<file path="config.mk">
export PLATFORM = sky130hd
export DESIGN_NAME = max_weight_assignment_search_flat
export DESIGN_NICKNAME = d
export VERILOG_FILES = /design/src/rtl/mwas_pkg.sv /design/src/rtl/mwas_stream_if.sv /design/src/rtl/mwas_ram.sv /design/src/rtl/max_weight_assignment_search.sv /design/src/flat_wrapper.sv
export SDC_FILE = /design/constraint.sdc
export NUM_CORES = 2
export LEC_CHECK = 0
export ABC_AREA = 0
export CAP_MARGIN = 0
export CELL_PAD_IN_SITES_DETAIL_PLACEMENT = 2
export CELL_PAD_IN_SITES_GLOBAL_PLACEMENT = 2
export CORE_UTILIZATION = 41
export DETAILED_ROUTE_END_ITERATION = 7
export DONT_BUFFER_PORTS = 1
export PLACE_DENSITY_LB_ADDON = 0.1
export SETUP_SLACK_MARGIN = 0.2
export SYNTH_ARGS = -nofsm -noshare
export SYNTH_HDL_FRONTEND = slang
export SYNTH_SLANG_ARGS = --single-unit
</file>
<file path="constraint.sdc">
create_clock -name clk -period 8.39 [get_ports clk]
set_clock_uncertainty 0.05 [all_clocks]
set_input_delay 1.2585 -clock clk [delete_from_list [all_inputs] [get_ports clk]]
set_output_delay 1.2585 -clock clk [all_outputs]
set_load 0.03 [all_outputs]
</file>
<file path="src/rtl/mwas_pkg.sv">
// Package for the maximum-weight assignment search block.
// Holds the word layouts, field widths and register map constants.
// No dependencies; compiled before the interface and every module.
`default_nettype none

package mwas_pkg;

  localparam int CHILD_W    = 3;
  localparam int TOY_W      = 4;
  localparam int SCORE_W    = 16;
  localparam int TOTAL_W    = 19;
  localparam int CFG_TOYS_W = 5;
  localparam int CFG_KIDS_W = 4;
  localparam int PDATA_W    = 32;
  localparam int PADDR_W    = 3;

  // Registers sit at 4-byte spacing, so one address bit selects them.
  localparam int REG_IDX_LSB = 2;
  localparam logic REG_NUM_TOYS     = 1'b0;
  localparam logic REG_NUM_CHILDREN = 1'b1;

  localparam logic [CFG_TOYS_W-1:0] NUM_TOYS_RST     = 5'd16;
  localparam logic [CFG_KIDS_W-1:0] NUM_CHILDREN_RST = 4'd8;

  typedef struct packed {
    logic [CHILD_W-1:0]        child;
    logic [TOY_W-1:0]          toy;
    logic signed [SCORE_W-1:0] score;
    logic                      last;
  } in_word_t;

  typedef struct packed {
    logic signed [TOTAL_W-1:0] best_total;
    logic                      no_assignment;
  } out_word_t;

endpackage

`default_nettype wire

</file>
<file path="src/rtl/mwas_stream_if.sv">
// Valid/ready stream interface used by both channels of the search block.
// The word type is a parameter; the block uses the structs of mwas_pkg.
`default_nettype none

interface mwas_stream_if #(parameter type word_t = logic);
  logic  valid;
  logic  ready;
  word_t data;

  modport source (output valid, output data, input ready);
  modport sink   (input valid, input data, output ready);
endinterface

`default_nettype wire

</file>
<file path="src/rtl/mwas_ram.sv">
// Generic simple dual-port RAM: one write port, one read port, registered read.
// Standalone; used for the score matrix of the search block.
`default_nettype none

module mwas_ram #(
  parameter int WIDTH = 16,
  parameter int DEPTH = 128
) (
  input  wire logic                                      clk,
  input  wire logic                                      we,
  input  wire logic [((DEPTH > 1) ? $clog2(DEPTH) : 1)-1:0] waddr,
  input  wire logic [WIDTH-1:0]                          wdata,
  input  wire logic                                      re,
  input  wire logic [((DEPTH > 1) ? $clog2(DEPTH) : 1)-1:0] raddr,
  output      logic [WIDTH-1:0]                          rdata
);

  logic [WIDTH-1:0] mem [DEPTH];

  always_ff @(posedge clk) begin
    if (we) begin
      mem[waddr] <= wdata;
    end
    if (re) begin
      rdata <= mem[raddr];
    end
  end

endmodule

`default_nettype wire

</file>
<file path="src/rtl/max_weight_assignment_search.sv">
// Maximum-weight assignment search: top level.
// Depends on mwas_pkg, mwas_stream_if and mwas_ram.
//
// Usage: each word on in_ch writes one entry (child, toy, score) of the score
// matrix, one word per cycle when idle. Entries with an index beyond the store
// are dropped. A word with last set also starts a search; in_ch.ready stays low
// until the search has finished and its result is in the output register.
// The search first sweeps the used rows bottom-up to build suffix sums of
// each row's maximum (clamped at zero), all through the single read port of
// the score RAM. It then runs a depth-first branch and bound: a candidate toy
// already taken is skipped, one tried is read from the RAM, then added and
// compared, and a backtrack is one scan step, so the latency grows with the
// number of nodes visited. Searches with no children or fewer toys than
// children go straight to S_DONE. One result word appears on out_ch per
// search; it is held in an output register until taken, and loading may
// resume while it waits. A second search finishing while that word still
// waits holds its result. The user must write num_toys and num_children over
// the APB-style port only while the block is idle; the block does not enforce
// it. Reset restores 16 toys and 8 children and clears all control state; the
// score RAM keeps no reset value and must be written before it is read.
`default_nettype none

module max_weight_assignment_search #(
  parameter int MAX_CHILDREN = 8,
  parameter int MAX_TOYS     = 16
) (
  input  wire logic                         clk,
  input  wire logic                         rst_n,
  mwas_stream_if.sink                       in_ch,
  mwas_stream_if.source                     out_ch,
  input  wire logic                         psel,
  input  wire logic                         penable,
  input  wire logic                         pwrite,
  input  wire logic [mwas_pkg::PADDR_W-1:0] paddr,
  input  wire logic [mwas_pkg::PDATA_W-1:0] pwdata,
  output      logic [mwas_pkg::PDATA_W-1:0] prdata,
  output      logic                         pready
);

  import mwas_pkg::*;

  localparam int CW  = (MAX_CHILDREN > 1) ? $clog2(MAX_CHILDREN) : 1;
  localparam int TW  = (MAX_TOYS > 1) ? $clog2(MAX_TOYS) : 1;
  localparam int LW  = $clog2(MAX_CHILDREN + 1);
  localparam int TCW = $clog2(MAX_TOYS + 1);
  localparam int SW  = SCORE_W + CW + 1;
  localparam int SW1 = SW + 1;
  localparam int AW  = CW + TW;
  localparam int RAM_DEPTH = 1 << AW;

  typedef enum logic [2:0] {S_IDLE, S_PEAK, S_SCAN, S_EVAL, S_DONE} state_t;

  state_t state_r, state_nxt;
  logic [CFG_TOYS_W-1:0] num_toys_r, num_toys_nxt;
  logic [CFG_KIDS_W-1:0] num_children_r, num_children_nxt;

  // Bound sweep: issue side and data side of the RAM read.
  logic [CW-1:0]             pk_row_r, pk_row_nxt;
  logic [TW-1:0]             pk_col_r, pk_col_nxt;
  logic                      iss_r, iss_nxt;
  logic                      dv_r, dv_nxt;
  logic [CW-1:0]             drow_r, drow_nxt;
  logic                      dlast_r, dlast_nxt;
  logic signed [SCORE_W-1:0] peak_r, peak_nxt;
  logic signed [SW-1:0]      acc_r, acc_nxt;

  // Search stack and status.
  logic signed [SW-1:0] bnd_r [MAX_CHILDREN];
  logic signed [SW-1:0] bnd_nxt [MAX_CHILDREN];
  logic signed [SW-1:0] ps_r [MAX_CHILDREN];
  logic signed [SW-1:0] ps_nxt [MAX_CHILDREN];
  logic [TW-1:0]        chosen_r [MAX_CHILDREN];
  logic [TW-1:0]        chosen_nxt [MAX_CHILDREN];
  logic [LW-1:0]        lvl_r, lvl_nxt;
  logic [TCW-1:0]       t_r, t_nxt;
  logic [MAX_TOYS-1:0]  taken_r, taken_nxt;
  logic signed [SW-1:0] best_r, best_nxt;
  logic                 best_ok_r, best_ok_nxt;

  logic signed [SW-1:0] res_total_r, res_total_nxt;
  logic                 res_none_r, res_none_nxt;
  logic                 out_valid_r, out_valid_nxt;
  out_word_t            out_word_r, out_word_nxt;

  logic [LW-1:0]             rows;
  logic [TCW-1:0]            cols;
  logic                      in_fire;
  logic                      in_range;
  logic                      cfg_wr;
  logic                      ram_we;
  logic [AW-1:0]             ram_waddr;
  logic                      ram_re;
  logic [AW-1:0]             ram_raddr;
  logic [SCORE_W-1:0]        ram_rdata;
  logic signed [SCORE_W-1:0] rdata_s;
  logic signed [SCORE_W-1:0] pk_max;
  logic signed [SW-1:0]      pk_acc;
  logic [LW-1:0]             lvl_inc;
  logic [LW-1:0]             lvl_dec;
  logic signed [SW-1:0]      sum;
  logic signed [SW1-1:0]     bound_sum;
  logic                      pk_col_end;

  // Register values above the store size fall back to the store size.
  assign rows = (int'(num_children_r) > MAX_CHILDREN) ? LW'(MAX_CHILDREN)
                                                      : LW'(num_children_r);
  assign cols = (int'(num_toys_r) > MAX_TOYS) ? TCW'(MAX_TOYS) : TCW'(num_toys_r);

  assign in_ch.ready = (state_r == S_IDLE);
  assign in_fire     = in_ch.valid && in_ch.ready;
  assign in_range    = (int'(in_ch.data.child) < MAX_CHILDREN) &&
                       (int'(in_ch.data.toy) < MAX_TOYS);

  assign out_ch.valid = out_valid_r;
  assign out_ch.data  = out_word_r;

  assign pready = 1'b1;
  assign cfg_wr = psel && penable && pwrite;
  assign prdata = (paddr[REG_IDX_LSB] == REG_NUM_CHILDREN) ? PDATA_W'(num_children_r)
                                                           : PDATA_W'(num_toys_r);

  assign ram_we    = in_fire && in_range;
  assign ram_waddr = {CW'(in_ch.data.child), TW'(in_ch.data.toy)};

  mwas_ram #(
    .WIDTH (SCORE_W),
    .DEPTH (RAM_DEPTH)
  ) u_score_ram (
    .clk   (clk),
    .we    (ram_we),
    .waddr (ram_waddr),
    .wdata (in_ch.data.score),
    .re    (ram_re),
    .raddr (ram_raddr),
    .rdata (ram_rdata)
  );

  assign rdata_s    = ram_rdata;
  assign pk_max     = (rdata_s > peak_r) ? rdata_s : peak_r;
  assign pk_acc     = acc_r + SW'(pk_max);
  assign pk_col_end = (pk_col_r == TW'(cols - TCW'(1)));
  assign lvl_inc    = lvl_r + LW'(1);
  assign lvl_dec    = lvl_r - LW'(1);
  assign sum        = ps_r[lvl_r[CW-1:0]] + SW'(rdata_s);
  assign bound_sum  = SW1'(sum) + SW1'(bnd_r[lvl_inc[CW-1:0]]);

  always_comb begin
    state_nxt        = state_r;
    num_toys_nxt     = num_toys_r;
    num_children_nxt = num_children_r;
    pk_row_nxt       = pk_row_r;
    pk_col_nxt       = pk_col_r;
    iss_nxt          = iss_r;
    dv_nxt           = 1'b0;
    drow_nxt         = pk_row_r;
    dlast_nxt        = pk_col_end;
    peak_nxt         = peak_r;
    acc_nxt          = acc_r;
    bnd_nxt          = bnd_r;
    ps_nxt           = ps_r;
    chosen_nxt       = chosen_r;
    lvl_nxt          = lvl_r;
    t_nxt            = t_r;
    taken_nxt        = taken_r;
    best_nxt         = best_r;
    best_ok_nxt      = best_ok_r;
    res_total_nxt    = res_total_r;
    res_none_nxt     = res_none_r;
    out_valid_nxt    = out_valid_r;
    out_word_nxt     = out_word_r;
    ram_re           = 1'b0;
    ram_raddr        = {lvl_r[CW-1:0], t_r[TW-1:0]};

    if (cfg_wr) begin
      unique case (paddr[REG_IDX_LSB])
        REG_NUM_TOYS:     num_toys_nxt     = pwdata[CFG_TOYS_W-1:0];
        REG_NUM_CHILDREN: num_children_nxt = pwdata[CFG_KIDS_W-1:0];
        default:          num_toys_nxt     = num_toys_r;
      endcase
    end

    if (out_valid_r && out_ch.ready) begin
      out_valid_nxt = 1'b0;
    end

    unique case (state_r)
      S_IDLE: begin
        if (in_fire && in_ch.data.last) begin
          if (rows == '0) begin
            res_total_nxt = '0;
            res_none_nxt  = 1'b0;
            state_nxt     = S_DONE;
          end else if (int'(cols) < int'(rows)) begin
            res_total_nxt = '1;
            res_none_nxt  = 1'b1;
            state_nxt     = S_DONE;
          end else begin
            pk_row_nxt = CW'(rows - LW'(1));
            pk_col_nxt = '0;
            iss_nxt    = 1'b1;
            peak_nxt   = '0;
            acc_nxt    = '0;
            state_nxt  = S_PEAK;
          end
        end
      end

      S_PEAK: begin
        // Reads are issued one per cycle from the bottom row up; the registered
        // read data is folded into the row maximum.
        if (iss_r) begin
          ram_re    = 1'b1;
          ram_raddr = {pk_row_r, pk_col_r};
          dv_nxt    = 1'b1;
          if (pk_col_end) begin
            pk_col_nxt = '0;
            if (pk_row_r == '0) begin
              iss_nxt = 1'b0;
            end else begin
              pk_row_nxt = pk_row_r - CW'(1);
            end
          end else begin
            pk_col_nxt = pk_col_r + TW'(1);
          end
        end
        if (dv_r) begin
          if (dlast_r) begin
            bnd_nxt[drow_r] = pk_acc;
            acc_nxt         = pk_acc;
            peak_nxt        = '0;
            if (drow_r == '0) begin
              lvl_nxt     = '0;
              t_nxt       = '0;
              taken_nxt   = '0;
              ps_nxt[0]   = '0;
              best_nxt    = '1;
              best_ok_nxt = 1'b0;
              state_nxt   = S_SCAN;
            end
          end else begin
            peak_nxt = pk_max;
          end
        end
      end

      S_SCAN: begin
        if (t_r == cols) begin
          if (lvl_r == '0) begin
            res_total_nxt = best_ok_r ? best_r : '1;
            res_none_nxt  = !best_ok_r;
            state_nxt     = S_DONE;
          end else begin
            // Backtrack: free the parent's toy and move to its next one.
            lvl_nxt = lvl_dec;
            taken_nxt[chosen_r[lvl_dec[CW-1:0]]] = 1'b0;
            t_nxt = TCW'(chosen_r[lvl_dec[CW-1:0]]) + TCW'(1);
          end
        end else if (taken_r[t_r[TW-1:0]]) begin
          t_nxt = t_r + TCW'(1);
        end else begin
          ram_re    = 1'b1;
          state_nxt = S_EVAL;
        end
      end

      S_EVAL: begin
        state_nxt = S_SCAN;
        if (lvl_inc == rows) begin
          if (!best_ok_r || (sum > best_r)) begin
            best_nxt    = sum;
            best_ok_nxt = 1'b1;
          end
          t_nxt = t_r + TCW'(1);
        end else if (!best_ok_r || (bound_sum > SW1'(best_r))) begin
          taken_nxt[t_r[TW-1:0]]          = 1'b1;
          chosen_nxt[lvl_r[CW-1:0]]       = t_r[TW-1:0];
          ps_nxt[lvl_inc[CW-1:0]]         = sum;
          lvl_nxt                         = lvl_inc;
          t_nxt                           = '0;
        end else begin
          t_nxt = t_r + TCW'(1);
        end
      end

      S_DONE: begin
        if (!out_valid_r || out_ch.ready) begin
          out_valid_nxt              = 1'b1;
          out_word_nxt.best_total    = TOTAL_W'(res_total_r);
          out_word_nxt.no_assignment = res_none_r;
          state_nxt                  = S_IDLE;
        end
      end

      default: state_nxt = S_IDLE;
    endcase
  end

  always_ff @(posedge clk) begin
    drow_r      <= drow_nxt;
    dlast_r     <= dlast_nxt;
    peak_r      <= peak_nxt;
    acc_r       <= acc_nxt;
    bnd_r       <= bnd_nxt;
    ps_r        <= ps_nxt;
    chosen_r    <= chosen_nxt;
    best_r      <= best_nxt;
    res_total_r <= res_total_nxt;
    res_none_r  <= res_none_nxt;
    out_word_r  <= out_word_nxt;
    pk_row_r    <= pk_row_nxt;
    pk_col_r    <= pk_col_nxt;
    if (!rst_n) begin
      state_r        <= S_IDLE;
      num_toys_r     <= NUM_TOYS_RST;
      num_children_r <= NUM_CHILDREN_RST;
      iss_r          <= 1'b0;
      dv_r           <= 1'b0;
      lvl_r          <= '0;
      t_r            <= '0;
      taken_r        <= '0;
      best_ok_r      <= 1'b0;
      out_valid_r    <= 1'b0;
    end else begin
      state_r        <= state_nxt;
      num_toys_r     <= num_toys_nxt;
      num_children_r <= num_children_nxt;
      iss_r          <= iss_nxt;
      dv_r           <= dv_nxt;
      lvl_r          <= lvl_nxt;
      t_r            <= t_nxt;
      taken_r        <= taken_nxt;
      best_ok_r      <= best_ok_nxt;
      out_valid_r    <= out_valid_nxt;
    end
  end

  // The search never climbs past the last used row.
  a_level_in_range: assert property (@(posedge clk) disable iff (!rst_n)
    (state_r == S_SCAN || state_r == S_EVAL) |-> (lvl_r < rows))
    else $error("search level beyond the used rows");

  // Exactly one toy is held for each level above the current one.
  a_taken_matches_level: assert property (@(posedge clk) disable iff (!rst_n)
    (state_r == S_SCAN || state_r == S_EVAL) |-> ($countones(taken_r) == int'(lvl_r)))
    else $error("taken toy mask out of step with search level");

  // A word flagged as no assignment always carries a total of minus one.
  a_none_means_minus_one: assert property (@(posedge clk) disable iff (!rst_n)
    (out_valid_r && out_word_r.no_assignment) |-> (out_word_r.best_total == '1))
    else $error("no-assignment word with a total other than minus one");

endmodule

`default_nettype wire

</file>
<file path="src/flat_wrapper.sv">
// flat-port wrapper written by rule: the top's interface ports become plain ports
module max_weight_assignment_search_flat import mwas_pkg::*;
#(
  parameter int MAX_CHILDREN = 8,
  parameter int MAX_TOYS     = 16
)
  (clk, rst_n, psel, penable, pwrite, paddr, pwdata, prdata, pready, in_ch_valid, in_ch_data, in_ch_ready, out_ch_valid, out_ch_data, out_ch_ready);
  mwas_stream_if #(.word_t(in_word_t)) in_ch_i ();
  mwas_stream_if #(.word_t(out_word_t)) out_ch_i ();
  input  wire logic clk;
  input  wire logic rst_n;
  input  wire logic psel;
  input  wire logic penable;
  input  wire logic pwrite;
  input  wire logic [mwas_pkg::PADDR_W-1:0] paddr;
  input  wire logic [mwas_pkg::PDATA_W-1:0] pwdata;
  output      logic [mwas_pkg::PDATA_W-1:0] prdata;
  output      logic pready;
  input wire logic [$bits(in_ch_i.valid)-1:0] in_ch_valid;
  input wire logic [$bits(in_ch_i.data)-1:0] in_ch_data;
  output wire logic [$bits(in_ch_i.ready)-1:0] in_ch_ready;
  output wire logic [$bits(out_ch_i.valid)-1:0] out_ch_valid;
  output wire logic [$bits(out_ch_i.data)-1:0] out_ch_data;
  input wire logic [$bits(out_ch_i.ready)-1:0] out_ch_ready;
  assign in_ch_i.valid = in_ch_valid;
  assign in_ch_i.data = in_ch_data;
  assign in_ch_ready = in_ch_i.ready;
  assign out_ch_valid = out_ch_i.valid;
  assign out_ch_data = out_ch_i.data;
  assign out_ch_i.ready = out_ch_ready;
  max_weight_assignment_search #(.MAX_CHILDREN(MAX_CHILDREN), .MAX_TOYS(MAX_TOYS)) u_core (.clk(clk), .rst_n(rst_n), .in_ch(in_ch_i), .out_ch(out_ch_i), .psel(psel), .penable(penable), .pwrite(pwrite), .paddr(paddr), .pwdata(pwdata), .prdata(prdata), .pready(pready));
endmodule
</file>
==> results.toml <==
[logic_synthesis]
ys_async_sr_fraction_pct = 0
netlist_instances = 8158
synth-edff-count = 2519
synth_top_flop_cell = "edfxtp_1"
synth_area_leader_cell = "edfxtp_1"
netlist_area_um2 = 106000
synth-seq-cells = 2564
synth_top_area_share_pct = 71.4
synth_area_leaders = "edfxtp_1 (71%), nand2_1 (7.8%), a311oi_1 (3.5%)"
ys_seq_area_share_pct = 72.2
syn_avg_cell_area_um2 = 13.0
ys_types = 75
yosysWarnings = 0

[floorplan]
dieArea_um2 = 261000
dieWidth_um = 510
die-height_um = 510
start_util_pct = 41.3
ios = 121
coreArea_um2 = 257000
rows = 186

[critical_path]
slowest_stage = "and3_1"
path_depth = 32
rr_startpoint = "u_core.lvl_r[1]"
crit_type = "reg2reg"
worstRegToRegCells = 32
worstSetupEndpointType = "register"
worst-path-buf-inv = 6
worstSetupStartpointType = "register"
worst_setup_path_startpoint = "u_core.lvl_r[1]"
r2r-end = "u_core.ps_r[63]"
r2r_slack_ns = 0.62
crit_family = "compound AO/OA/AOI/OAI gates"
critPathMaxStageDelay_ns = 0.51
critPathArrivalTime_ns = 8.32
path_common_cell = "buf_4"
crit_path_end = "u_core.ps_r[63]"
critPathMaxFanout = 20
required_ns = 8.94

[placed_design]
hpwl_um = 214000
dp.cells = 11300
io_buffers = 0
gp_congestion = 0.818

[timing]
holdWs_ns = 0.370
relSlewSlack_pct = 4.96
post-route-min-period_ns = 7.77
rsz0062_at_grt = "no"
slew_viol_final = 0
timing.fmax_ghz = 0.129
final_hold_viol_count = 0
tns_ns = 0
setup_violations = 0
period_share_pct = 92.6
tightestPinTransition_ns = 1.42

[detailed_routing]
drc = 0
drtAntennaViolNets = 0
vias = 70800
drt_iter0_drc = 5615
routedWlPerCell_um = 30.6
viasPerCell = 5.98
first_pass_iters = 6
wirelength_um = 362000

[final_layout]
mostFrequentLayoutCell = "edfxtp_1"
syn_to_final_growth_pct = 13.3
final_cell_mix = "edfxtp_1 (2519), nand2_1 (2200), nand3_1 (561)"
final_core_util_pct = 46.8
fillers = 24800
layout.cells.non_filler = 11800
layout.nets = 8441
drive_gt1_share_pct = 9.27

[clocking]
cts-root-buf = "clkbuf_16"
numClockSinks = 2564
cts.clk_slew.worst_paths_ns = 0.06
h-tree-depth = 5
cts_buffers = 304
cts.path.max_buffers = 4
clk_latency_ns = 0.94
holdBufCountCts = 0
cts_tree = "built"

[job]
cap_violations = 0

[status]
outcome = "finished, final reports clean"

[global_route]
overflow = 0
antenna_found_initial = 12
grt_pass1_wl_um = 529000
grt_max_degree = 129
grt_pass1_vias = 77200
track_usage_pct = 27.6

[power]
powerDensity_nw_per_um2 = 299
power_leakage_nw = 40.8
ir_worst_vdd_uv = 205
totalPowerFinal_mw = 35.9

[hold_path]
min_path_type = "in2reg"
per-layer routing:
metal,part of all wire (%),wire length (um),global-route usage [%]
met5,0.0036,13,0
met4,3.3,12000,8.80
met2,49,178000,47.1
met3,4.3,15500,3.22
met1,43,156000,36.7
registers in the layout (all words and copies together) (netlist names), 5 cells and up:
name and count:
u_core.acc_r 20, u_core.best_r 20, u_core.bnd_r 160, u_core.chosen_r 32, u_core.num_toys_r 5, u_core.out_ch.data 20
u_core.peak_r 16, u_core.ps_r 160, u_core.res_total_r 19, u_core.t_r 5, u_core.taken_r 16, u_core.u_score_ram.mem 2048
u_core.u_score_ram.rdata 16
final cells by class:
class	count	area, um^2	area share [%]
Clock buffer	388	8100	6.74
Antenna cell	8	20.0	0.0167
Clock inverter	135	1130	0.944
Sequential cell	2564	76500	63.7
Inverter	82	308	0.256
Tap cell	3384	4230	3.52
Timing Repair Buffer	299	2660	2.21
Multi-Input combinational cell	4989	27100	22.6
worst min-delay path by stage:
stage | from | to | slack (ns) | cells after the start
after global placement | u_core.res_total_r[13] | u_core.out_ch.data[14] | 0.35 | 0
after global routing | rst_n | u_core.num_toys_r[4] | 0.32 | 1
after CTS | rst_n | u_core.num_toys_r[4] | 0.31 | 1
final | rst_n | u_core.num_children_r[3] | 0.37 | 1
after detailed placement | u_core.res_total_r[8] | u_core.out_ch.data[9] | 0.36 | 0
after floorplan | u_core.res_none_r | u_core.out_ch.data[0] | 0.35 | 0
power by group:
| group | leakage (nW) | internal, mW | switching (mW) |
|---|---|---|---|
| clock network | 4.54 | 7.37 | 5.22 |
| registers | 22.9 | 15.0 | 0.172 |
| logic | 13.4 | 2.53 | 5.62 |
cell families (layout without fill, tap and decap cells):
kind of cell | after synthesis | count (layout) | synth area share, %
buffers and inverters | 632 | 904 | 2.54
AND/OR/NAND/NOR | 3635 | 3636 | 14.9
AO/OA/AOI/OAI | 1074 | 1074 | 7.49
multiplexers | 45 | 45 | 0.629
XOR/XNOR | 71 | 71 | 0.600
other | 2 | 36 | 0.00709
adder cells (fa/ha/maj) | 135 | 135 | 1.61
flip-flops | 2564 | 2564 | 72.2
timing repair:
item | CTS | global route
pin swaps | 0 | 2
gates cloned | 0 | 1
resized for setup | 2 | 10
endpoints found under the setup margin | 205 | 210
buffers inserted | 0 | 1
cell usage after synthesis (15+ instances only):
library cell	number
a311oi_1	426
edfxtp_1	2519
nand3_1	562
buf_4	38
inv_1	81
clkbuf_1	331
nor2b_1	21
o21a_1	30
buf_1	42
ha_1	132
mux4_2	15
o221ai_1	15
and2_1	41
a21o_1	37
xnor2_1	48
nor3_1	143
buf_2	136
and3_1	307
o22ai_1	37
a22oi_1	98
a21oi_1	88
xor2_1	22
a31oi_1	82
nand2_1	2203
mux2i_1	21
dfxtp_1	45
nor2_1	232
o21ai_0	152
a211oi_1	27
nand2b_1	35
nand4_1	53
metrics by stage:
| step | setup slack (ns) | area (um^2) |
|---|---|---|
| after global routing | 0.223 | 120000 |
| after CTS | 0.325 | 120000 |
| after global placement | 0.223 | 111000 |
| after detailed placement | 0.0885 | 111000 |
| final | 0.621 | 120000 |
| after floorplan | 0.0636 | 106000 |
Note: power is estimated with default switching activity, not from simulation.
